==> config.mk <==
export PLATFORM = sky130hd
export DESIGN_NAME = v3m_div_cell
export DESIGN_NICKNAME = d
export VERILOG_FILES = /design/src/sv/v3m_pkg.sv /design/src/sv/v3m_div_cell.sv
export SDC_FILE = /design/constraint.sdc
export NUM_CORES = 1
export LEC_CHECK = 0
export BUFFER_PORTS_ARGS = -buffer_cell sky130_fd_sc_hd__clkbuf_2
export CAP_MARGIN = 20
export CELL_PAD_IN_SITES_DETAIL_PLACEMENT = 0
export CELL_PAD_IN_SITES_GLOBAL_PLACEMENT = 1
export CORE_AREA = 4 4 432 434
export CTS_CLUSTER_SIZE = 16
export DETAILED_ROUTE_END_ITERATION = 8
export DIE_AREA = 0 0 436 438
export PLACE_DENSITY = 0.3
export SLEW_MARGIN = 20
export SYNTH_ARGS = -nofsm -noshare
export SYNTH_HDL_FRONTEND = slang
export SYNTH_SLANG_ARGS = --single-unit
==> constraint.sdc <==
create_clock -name clk -period 0.9 [get_ports clk]
set_clock_uncertainty 0.05 [all_clocks]
set_input_delay 0.09 -clock clk [delete_from_list [all_inputs] [get_ports clk]]
set_output_delay 0.09 -clock clk [all_outputs]
set_load 0.005 [all_outputs]
==> src/sv/v3m_pkg.sv <==
// Shared types, constants and helpers for the 3D fixed-point vector unit.
package v3m_pkg;

    localparam int FRAC_BITS  = 16;
    localparam int DVD_W      = 32 + FRAC_BITS;   // |a| << FRAC_BITS
    localparam int QUO_W      = DVD_W;            // one quotient bit per divide cell
    localparam int SQRT_STEPS = 32;               // one root bit per sqrt cell
    localparam int LATENCY    = 5 + SQRT_STEPS + QUO_W;

    typedef enum logic [2:0] {
        OP_DOT   = 3'd0,
        OP_LEN   = 3'd1,
        OP_NORM  = 3'd2,
        OP_ADD   = 3'd3,
        OP_SUB   = 3'd4,
        OP_SCALE = 3'd5,
        OP_DIV   = 3'd6,
        OP_EQ    = 3'd7
    } v3m_op_t;

    // transaction payload carried through the front end and the sqrt chain
    typedef struct packed {
        v3m_op_t          op;
        logic [2:0][31:0] a;
        logic [31:0]      s;
        logic [2:0][31:0] r;
        logic [31:0]      sc;
        logic             eq;
    } v3m_item_t;

    typedef struct packed {
        logic [63:0] rad;
        logic [33:0] rem;
        logic [31:0] root;
    } v3m_sq_t;

    // payload carried through the divide chain
    typedef struct packed {
        v3m_op_t          op;
        logic [2:0][31:0] r;
        logic [31:0]      sc;
        logic             eq;
        logic             st;
    } v3m_res_t;

    typedef struct packed {
        logic [31:0]      rem;
        logic [DVD_W-1:0] dvd;
        logic [QUO_W-1:0] quo;
        logic             neg;
    } v3m_lane_t;

    typedef struct packed {
        logic [31:0]          dvsr;
        v3m_lane_t [2:0]      lane;
    } v3m_div_t;

    function automatic logic [31:0] sat32(input logic signed [65:0] v);
        logic [31:0] res;
        if (v > 66'sd2147483647)
            res = 32'h7FFF_FFFF;
        else if (v < -66'sd2147483648)
            res = 32'h8000_0000;
        else
            res = v[31:0];
        return res;
    endfunction

endpackage

==> src/sv/v3m_div_cell.sv <==
// One cell of the divide chain: one restoring quotient bit for all three lanes.
module v3m_div_cell
    import v3m_pkg::*;
(
    input  logic     clk,
    input  logic     rst_n,
    input  logic     in_valid,
    input  v3m_res_t in_res,
    input  v3m_div_t in_div,
    output logic     out_valid,
    output v3m_res_t out_res,
    output v3m_div_t out_div
);

    logic     valid_reg;
    v3m_res_t res_reg;
    v3m_div_t div_reg, div_next;
    logic [32:0] part [3];
    logic [32:0] diff [3];
    logic        ge   [3];

    always_comb
    begin
        div_next.dvsr = in_div.dvsr;
        for (int i = 0; i < 3; i++)
        begin
            part[i] = {in_div.lane[i].rem, in_div.lane[i].dvd[DVD_W-1]};
            diff[i] = part[i] - {1'b0, in_div.dvsr};
            ge[i]   = (part[i] >= {1'b0, in_div.dvsr});
            div_next.lane[i].rem = ge[i] ? diff[i][31:0] : part[i][31:0];
            div_next.lane[i].dvd = {in_div.lane[i].dvd[DVD_W-2:0], 1'b0};
            div_next.lane[i].quo = {in_div.lane[i].quo[QUO_W-2:0], ge[i]};
            div_next.lane[i].neg = in_div.lane[i].neg;
        end
    end

    always_ff @(posedge clk or negedge rst_n)
    begin
        if (!rst_n)
            valid_reg <= 1'b0;
        else
            valid_reg <= in_valid;
    end

    always_ff @(posedge clk)
    begin
        res_reg <= in_res;
        div_reg <= div_next;
    end

    assign out_valid = valid_reg;
    assign out_res   = res_reg;
    assign out_div   = div_reg;

endmodule

==> results by group <==
Synthesis
  – Async S/R FF share, synth: 0.1818%
  – Mapped Area: 17370 µm²
  – Commonest cells post-synth: 549 x dfxtp_1, 127 x nand2_1, 105 x a21oi_1
  – Synthesized instance count: 1522
  – YS warnings: 0
  – Count leader, synth: dfxtp_1
  – Netlist cell types: 76
  – Synth Area per Inst: 11.41 µm²
  – Post-synth top area share: 63.27%
  – Dominant synthesized flop cell: dfxtp_1
  – Register area share after synthesis: 63.41%
  – Main area contributors after synthesis: dfxtp_1 63%, ha_1 6.9%, a21oi_1 3.0%
  – #FFs+latches synth: 550
  – Post-synth EDFFs: 0
  – Area leader, netlist: dfxtp_1

Route
  – WL/cell: 24.97 µm
  – Vias/cell: 3.346
  – Initial DRC count: 736
  – Routed vias: 21780
  – Final wirelength: 162500 µm
  – Routed Antenna Nets: 0
  – DRC Markers: 0
  – 1st-pass router iterations: 4

Layout
  – NumNets Final: 4683
  – Area delta synth->final: 174.8%
  – Fin util: 26.13%
  – Layout cells sized above 1: 61.04%

Outcome
  – Status: complete, but fails checks
  – Failing checks: hold timing, setup timing

Clock network
  – CTS H-tree depth: 3
  – CTS Buf Count: 77
  – Reg clk slew, reported paths: 60 ps
  – Clock Root Buffer: clkbuf_16
  – CTS tree: built
  – Max Buffers Root-to-Sink: 3
  – CTS Sinks: 550

Power and ir drop
  – Clock power share: 38.8%
  – Flop pwr share: 33.9%
  – Total power draw: 82.44 mW
  – Worst VDD drop: 1192 µV
  – Internal power: 58.51 mW
  – Net Switching: 23.93 mW
  – Leak: 21.10 nW
  – Comb pwr share: 27.2%
  – Switching Fraction: 29.03%
  – Power per Cell Area: 1727 nW/µm²

STA
  – Slew Limit Fails: 0
  – WHS: -452.4 ps
  – Maximum operating frequency: 475.2 MHz
  – Worst setup margin: -1205 ps
  – Final Cycle Share: 233.8%
  – Minimum clock period: 2105 ps
  – Unrepaired setup endpoints after global routing: true
  – Setup TNS: -300200 ps
  – Final hold violations: 21
  – Final setup vio count: 649

Worst hold path
  – WHS Path Cells: 1
  – Hold crit path type: input pin to register
  – Min-delay src: in_div[388]
  – Hold endpoint: out_div[388]$_DFF_P_

Floorplanning
  – Cell Rows: 157
  – Ports: 1108
  – Die height: 438 µm
  – DIE WIDTH: 436 µm
  – Core box area: 182700 µm²
  – Full die area: 191000 µm²
  – Starting Density: 9.509%

Critical path
  – Critical Path End Type: register
  – CP arrival: 2640 ps
  – Kind of critical path: input pin to register
  – Crit path launch type: input pin
  – Worst Path Required: 1430 ps
  – CP max FO: 4

Placement
  – Port buffer count: 1101
  – Hpwl dp: 135800 µm
  – Setup WS pre-CTS: -2222 ps
  – Gpl congestion: 0.8547

Global routing
  – Largest net degree at the start of global routing: 13
  – Gr usage total: 16.42%
  – Aggregate global routing overflow: 0
  – Vias in the first global route: 23270
  – First-pass GRT wire length: 211200 µm
  – Initial antenna violation count: 110

Run
  – Total of max-cap violations: 0
[metal layers]
metal | global-route usage [%] | routed length (µm) | share of wire (%)
met1 | 17.75 | 60650 | 37
met2 | 31.27 | 86970 | 54
met3 | 3.703 | 9121 | 5.6
met4 | 5.548 | 5602 | 3.4
met5 | 0 | 192 | 0.12
[logic make-up (layout without fill, tap and decap cells)]
| kind of cell | count (synthesis) | after routing | share of synthesized area [%] |
|---|---|---|---|
| flip-flops | 550 | 550 | 63.41 |
| AO/OA/AOI/OAI | 364 | 364 | 13.53 |
| AND/OR/NAND/NOR | 303 | 303 | 7.959 |
| buffers and inverters | 109 | 2676 | 2.773 |
| adder cells (fa/ha/maj) | 99 | 99 | 7.260 |
| XOR/XNOR | 81 | 81 | 4.084 |
| multiplexers | 15 | 15 | 0.9651 |
| other | 1 | 36 | 0.02159 |
[flip-flops by register name (all words and copies together) (netlist names)]
| name | count |
|---|---|
| out_div | 416 |
| out_res | 133 |
| out_valid | 1 |
[timing repair]
item,CTS,global route
resized for setup,1068,854
pin swaps,107,102
endpoints found under the setup margin,649,649
gates cloned,9,1
hold buffers,851,35
endpoints found under the hold margin,548,54
setup buffers,45,32
[critical path: stages]
cell       delay, ps
clkbuf_16        130
ha_4             160
fa_2             390
nand2b_4         170
a21oi_4          160
o211ai_1         170
a21oi_2          260
a31oi_4          160
o311ai_4         300
buf_6            160
a31oi_4           70
xnor2_1          140
mux2_4           260
[metrics by stage]
step	cells	instance area, µm²	hold WS [ps]
floorplan	1524	18000	-255.6
global placement	5388	29440	-183.2
detailed placement	5388	29440	-180.2
CTS	6426	45220	-604.7
global route	6488	47680	-495.9
finish	6509	47730	-452.4
[worst max-delay path by stage]
stage	slack, ps	depth (start not counted)	to	startpoint
after global placement	-2210	15	out_div[386]$_DFF_P_	in_div[403]
after detailed placement	-2220	13	out_div[381]$_DFF_P_	in_div[387]
after floorplan	-1490	12	out_div[381]$_DFF_P_	in_div[354]
after global routing	-1240	13	out_div[383]$_DFF_P_	in_div[387]
final	-1200	13	out_div[381]$_DFF_P_	in_div[387]
after CTS	-1140	14	out_div[381]$_DFF_P_	in_div[354]
[power groups by stage]
stage | Sequential [mW] | Clock (mW) | Combinational, mW
3_5_place_dp | 27.7 | 0 | 14.4
4_1_cts | 27.7 | 33.6 | 21.2
2_1_floorplan | 27.8 | 0 | 4.76
5_1_grt | 28.2 | 34.3 | 23.9
3_3_place_gp | 27.8 | 0 | 14.6
6_report | 28.0 | 32.0 | 22.4
[area by class of cell]
cell class / count / area, µm²
clock inverter: 34 / 416.7
fill: 19470 / 135000
multi-input combinational: 865 / 8144
tap: 2385 / 2984
clock buffer: 107 / 2190
antenna: 33 / 82.58
sequential: 550 / 11570
timing repair buffer: 2474 / 22020
inverter: 61 / 327.8
[cell usage in the layout, fill, tap and decap left out, types with 35 or more instances in the layout]
master / n
a21o_1: 35
a21oi_1: 55
clkbuf_16: 94
nand2_1: 69
inv_1: 36
buf_6: 176
nand2_2: 45
o21ai_1: 36
nor2_1: 39
dlygate4sd3_1: 881
buf_4: 402
xnor2_1: 42
clkbuf_2: 621
a21oi_2: 40
dfxtp_2: 400
buf_2: 120
buf_8: 220
ha_1: 44
dfxtp_1: 135
ha_4: 52
o21ai_2: 42
No activity file was read; power rests on OpenSTA's default activity.
