### src/sv/v3m_pkg.sv
// Shared types, constants and helpers for the 3D fixed-point vector unit.
package v3m_pkg;

    localparam int FRAC_BITS  = 16;
    localparam int DVD_W      = 32 + FRAC_BITS;   // |a| << FRAC_BITS
    localparam int QUO_W      = DVD_W;            // one quotient bit per divide cell
    localparam int SQRT_STEPS = 32;               // one root bit per sqrt cell
    localparam int LATENCY    = 5 + SQRT_STEPS + QUO_W;

    typedef enum logic [2:0] {
        OP_DOT   = 3'd0,
        OP_LEN   = 3'd1,
        OP_NORM  = 3'd2,
        OP_ADD   = 3'd3,
        OP_SUB   = 3'd4,
        OP_SCALE = 3'd5,
        OP_DIV   = 3'd6,
        OP_EQ    = 3'd7
    } v3m_op_t;

    // transaction payload carried through the front end and the sqrt chain
    typedef struct packed {
        v3m_op_t          op;
        logic [2:0][31:0] a;
        logic [31:0]      s;
        logic [2:0][31:0] r;
        logic [31:0]      sc;
        logic             eq;
    } v3m_item_t;

    typedef struct packed {
        logic [63:0] rad;
        logic [33:0] rem;
        logic [31:0] root;
    } v3m_sq_t;

    // payload carried through the divide chain
    typedef struct packed {
        v3m_op_t          op;
        logic [2:0][31:0] r;
        logic [31:0]      sc;
        logic             eq;
        logic             st;
    } v3m_res_t;

    typedef struct packed {
        logic [31:0]      rem;
        logic [DVD_W-1:0] dvd;
        logic [QUO_W-1:0] quo;
        logic             neg;
    } v3m_lane_t;

    typedef struct packed {
        logic [31:0]          dvsr;
        v3m_lane_t [2:0]      lane;
    } v3m_div_t;

    function automatic logic [31:0] sat32(input logic signed [65:0] v);
        logic [31:0] res;
        if (v > 66'sd2147483647)
            res = 32'h7FFF_FFFF;
        else if (v < -66'sd2147483648)
            res = 32'h8000_0000;
        else
            res = v[31:0];
        return res;
    endfunction

endpackage

### src/sv/v3m_sqrt_cell.sv
// One cell of the square-root chain: resolves one root bit per stage.
module v3m_sqrt_cell
    import v3m_pkg::*;
(
    input  logic      clk,
    input  logic      rst_n,
    input  logic      in_valid,
    input  v3m_item_t in_item,
    input  v3m_sq_t   in_sq,
    output logic      out_valid,
    output v3m_item_t out_item,
    output v3m_sq_t   out_sq
);

    logic      valid_reg;
    v3m_item_t item_reg;
    v3m_sq_t   sq_reg, sq_next;
    logic [35:0] acc, trial, diff;
    logic        ge;

    always_comb
    begin
        acc   = {in_sq.rem, in_sq.rad[63:62]};
        trial = {2'b00, in_sq.root, 2'b01};
        diff  = acc - trial;
        ge    = (acc >= trial);
        sq_next.rad  = {in_sq.rad[61:0], 2'b00};
        sq_next.rem  = ge ? diff[33:0] : acc[33:0];
        sq_next.root = {in_sq.root[30:0], ge};
    end

    always_ff @(posedge clk or negedge rst_n)
    begin
        if (!rst_n)
            valid_reg <= 1'b0;
        else
            valid_reg <= in_valid;
    end

    always_ff @(posedge clk)
    begin
        item_reg <= in_item;
        sq_reg   <= sq_next;
    end

    assign out_valid = valid_reg;
    assign out_item  = item_reg;
    assign out_sq    = sq_reg;

endmodule

### config.mk
export PLATFORM = sky130hd
export DESIGN_NAME = v3m_sqrt_cell
export DESIGN_NICKNAME = d
export VERILOG_FILES = /design/src/sv/v3m_pkg.sv /design/src/sv/v3m_sqrt_cell.sv
export SDC_FILE = /design/constraint.sdc
export NUM_CORES = 1
export LEC_CHECK = 0
export ABC_AREA = 1
export ABC_CLOCK_PERIOD_IN_PS = 800
export BUFFER_PORTS_ARGS = -buffer_cell sky130_fd_sc_hd__buf_2
export CAP_MARGIN = 30
export CORE_AREA = 2 2 308 310
export CTS_BUF_LIST = sky130_fd_sc_hd__clkbuf_16
export CTS_CLUSTER_DIAMETER = 50
export CTS_CLUSTER_SIZE = 16
export DETAILED_ROUTE_END_ITERATION = 8
export DIE_AREA = 0 0 310 312
export PLACE_DENSITY_LB_ADDON = 0.15
export SLEW_MARGIN = 20
export SYNTH_ARGS = -nofsm -noshare
export SYNTH_HDL_FRONTEND = slang
export SYNTH_SLANG_ARGS = --single-unit
### constraint.sdc
create_clock -name clk -period 0.8 [get_ports clk]
set_input_delay 0 -clock clk [delete_from_list [all_inputs] [get_ports clk]]
set_output_delay 0 -clock clk [all_outputs]
set_load 0.02 [all_outputs]
==> impl_metrics.ini <==
[flow_run]
maxCapViolations = 0

[floorplanning]
coreArea_sq_um = 93000
ioPinCount = 784
die_y_um = 312
die_width_um = 310
rows = 112
initial_core_util_pct = 11.7
die_area_sq_um = 96700

[timing]
fmaxAchievable_mhz = 814
slew_viol_final = 0
min_period_ns = 1.23
finalHoldViolations = 14
setup_violations = 424
timing.hold.ws_ns = -0.499
grt_setup_unrepaired = true
fin_crit_sh_pct = 153
setup_ws_ns = -0.428

[placed_design]
gp_congestion = 0.897
hpwl_um = 68800
port_buffers = 781
placed_area_sq_um = 17900
dp_cells = 3207

[cts]
ctsHtreeMaxLevel = 3
clkTransAtPathRegs_ns = 0.05
cts_tree = built
clockBufferDepth = 3
cts_buffers = 74
root_buffer = clkbuf_16
cts_sinks = 389

[global_routing]
grt_overflow = 0
grt_max_degree = 16
grt_usage_pct = 17.6
grt_pass1_wl_um = 117000
antenna_found_initial = 27
grt_pass1_vias = 15171

[pwr]
combPwrFrac_pct = 20.3
sw_frac_of_total_pct = 29.1
internal_power_w = 0.0482
total_power_w = 0.0680
clkPwrFrac_pct = 47.7
power_leakage_nw = 14.3
p_seq_share_pct = 32.0
vdd_ir_drop_max_mv = 1.20
pwr_density_cell_nw_per_um2 = 2200
power.switching_w = 0.0198

[synthesis]
synth.ff_latch_count = 389
synth_cells = 1036
seq_area_frac_synth_pct = 71.8
yosys.area.top_type_share_pct = 71.6
synth_ff_type = dfxtp_1
synthTopCellsByCount = dfxtp_1 (388), nand2_1 (288), inv_1 (139)
synth_area_leaders = dfxtp_1 (72%), nand2_1 (10%), inv_1 (4.8%)
syn_area_sq_um = 10800
avgSynthCellArea_sq_um = 10.5
yosys_warnings = 0
synth.distinct_cells = 26
async_flop_share_pct = 0.257
synth_most_common_cell = dfxtp_1
synth_edf_count = 0
yosys.area.top_type = dfxtp_1

[drt]
drt_iter0_markers = 485
first_pass_iters = 4
totalWireLength_um = 87400
wl_per_cell_um = 21.8
antenna_left = 0
route.vias.total = 13513
viasPerCell = 3.37
drc = 0

[layout]
layout-drive-gt1-share_pct = 62.5
fillers = 9553
fin_nets = 3108
fin_cells = 4013
synthToLayoutAreaGrowth_pct = 185
fin_area_sq_um = 31000

[setup_path]
startpoint = in_sq[33]
critPathCaptureType = register
setup.worst_path.start_class = input pin
arrival_ns = 1.72
cp.required_ns = 1.30
cp-endpoint = out_sq[65]
worst-setup-path-type = input pin to register
cp_max_fo = 6

[run_status]
status = complete, but fails checks
violations = negative hold slack, negative setup slack

[hold_path]
hold_path.class = input pin to register
## cells in the final DEF (no fill, tap or decap), types with 8 or more instances in the layout
| cell | Yosys | layout |
|---|---|---|
| dlygate4sd3_1 | 0 | 608 |
| buf_12 | 0 | 11 |
| diode_2 | 0 | 18 |
| clkinvlp_4 | 0 | 8 |
| o21ai_0 | 13 | 10 |
| a21oi_1 | 25 | 15 |
| dfxtp_2 | 0 | 377 |
| nand3_2 | 1 | 13 |
| xor2_1 | 15 | 13 |
| buf_6 | 3 | 380 |
| a21oi_2 | 1 | 8 |
| clkbuf_16 | 0 | 75 |
| inv_4 | 1 | 9 |
| buf_2 | 0 | 364 |
| ha_4 | 0 | 30 |
| nand2_4 | 1 | 29 |
| nor2_4 | 0 | 12 |
| nand3_1 | 38 | 23 |
| nand2_2 | 2 | 75 |
| clkinv_8 | 0 | 8 |
| buf_8 | 0 | 36 |
| nand2_1 | 288 | 186 |
| buf_4 | 5 | 172 |
| dfxtp_4 | 0 | 11 |
| inv_6 | 0 | 14 |
| inv_1 | 139 | 104 |
| nor2_1 | 49 | 39 |
| inv_2 | 0 | 27 |
## how the worst min path moves through the flow
stage | from | depth (start not counted) | endpoint | slack, ns
global route | in_sq[9] | 1 | out_sq[10] | -0.55
CTS | in_sq[8] | 1 | out_sq[9] | -0.57
global placement | rst_n | 1 | out_valid | -0.22
finish | in_sq[9] | 1 | out_sq[10] | -0.50
floorplan | rst_n | 0 | out_valid | -0.30
detailed placement | rst_n | 1 | out_valid | -0.22
## power groups by stage
stage / combinational [W] / sequential (W) / clock (W)
6_report: 0.0138 / 0.0217 / 0.0325
5_1_grt: 0.0147 / 0.0219 / 0.0344
4_1_cts: 0.0136 / 0.0217 / 0.0335
3_5_place_dp: 0.00873 / 0.0215 / 0
3_3_place_gp: 0.00878 / 0.0216 / 0
2_1_floorplan: 0.00216 / 0.0231 / 0
## state kept, by name, summed over array words and instances (netlist names)
signal,count
out_sq,128
out_valid,1
out_item,260
## critical path: stages
cell	delay [ns]
buf_2	0.13
ha_4	0.26
buf_6	0.12
nand3_2	0.07
nand3_2	0.11
nand3_2	0.11
nand3_4	0.09
nand2_2	0.09
nand2_2	0.06
nand2_2	0.08
nand2_4	0.07
buf_12	0.14
buf_12	0.13
buf_16	0.15
nand3_4	0.06
nand2_2	0.05
## through the flow
| step | TNS, ns | setup WS [ns] | util [%] |
|---|---|---|---|
| 4_1_cts | -141.47 | -0.421 | 32.7 |
| 2_1_floorplan | -20.22 | -0.597 | - |
| 3_3_place_gp | -40.86 | -1.36 | 19.3 |
| 3_5_place_dp | -40.30 | -1.37 | 19.3 |
| 6_report | -117.30 | -0.428 | 33.3 |
| 5_1_grt | -143.31 | -0.498 | 33.2 |
## repair_timing
| action | 4_1_cts | 5_1_grt |
|---|---|---|
| hold endpoints to repair | 389 | 21 |
| hold buffers | 599 | 9 |
| pin swaps | 58 | 45 |
| gates cloned | 5 | 0 |
| buffers inserted | 28 | 12 |
| setup endpoints to repair | 424 | 424 |
| gates resized for setup | 1364 | 103 |
## cells by family (layout without fill, tap and decap cells)
group                    count (synthesis)  in the layout  share of synthesized area [%]
buffers and inverters                  148           1852                           5.53
other                                    1             20                         0.0346
adder cells (fa/ha/maj)                 34             34                           3.92
AO/OA/AOI/OAI                           42             42                           2.04
AND/OR/NAND/NOR                        404            404                           15.2
XOR/XNOR                                18             18                           1.45
flip-flops                             389            389                           71.8
## layout make-up
| class | count | area [sq um] | area share (%) |
|---|---|---|---|
| well taps | 1254 | 1570 | 5.07 |
| flip-flops and latches | 389 | 8310 | 26.8 |
| repair buffers | 1576 | 14400 | 46.4 |
| clock inverters | 61 | 708 | 2.29 |
| clock buffers | 75 | 1880 | 6.06 |
| inverters | 140 | 569 | 1.84 |
| diodes | 18 | 45.0 | 0.145 |
| multi-input cells | 500 | 3510 | 11.3 |
## per-layer routing
| layer | global-route usage [%] | up-vias | routed length, um |
|---|---|---|---|
| li1 | - | 6501 | - |
| met1 | 19.8 | 6239 | 34800 |
| met2 | 26.9 | 580 | 37600 |
| met3 | 9.14 | 179 | 9700 |
| met4 | 9.09 | 14 | 5130 |
| met5 | 0 | - | 93 |
Power figures use the tool's default switching activity.
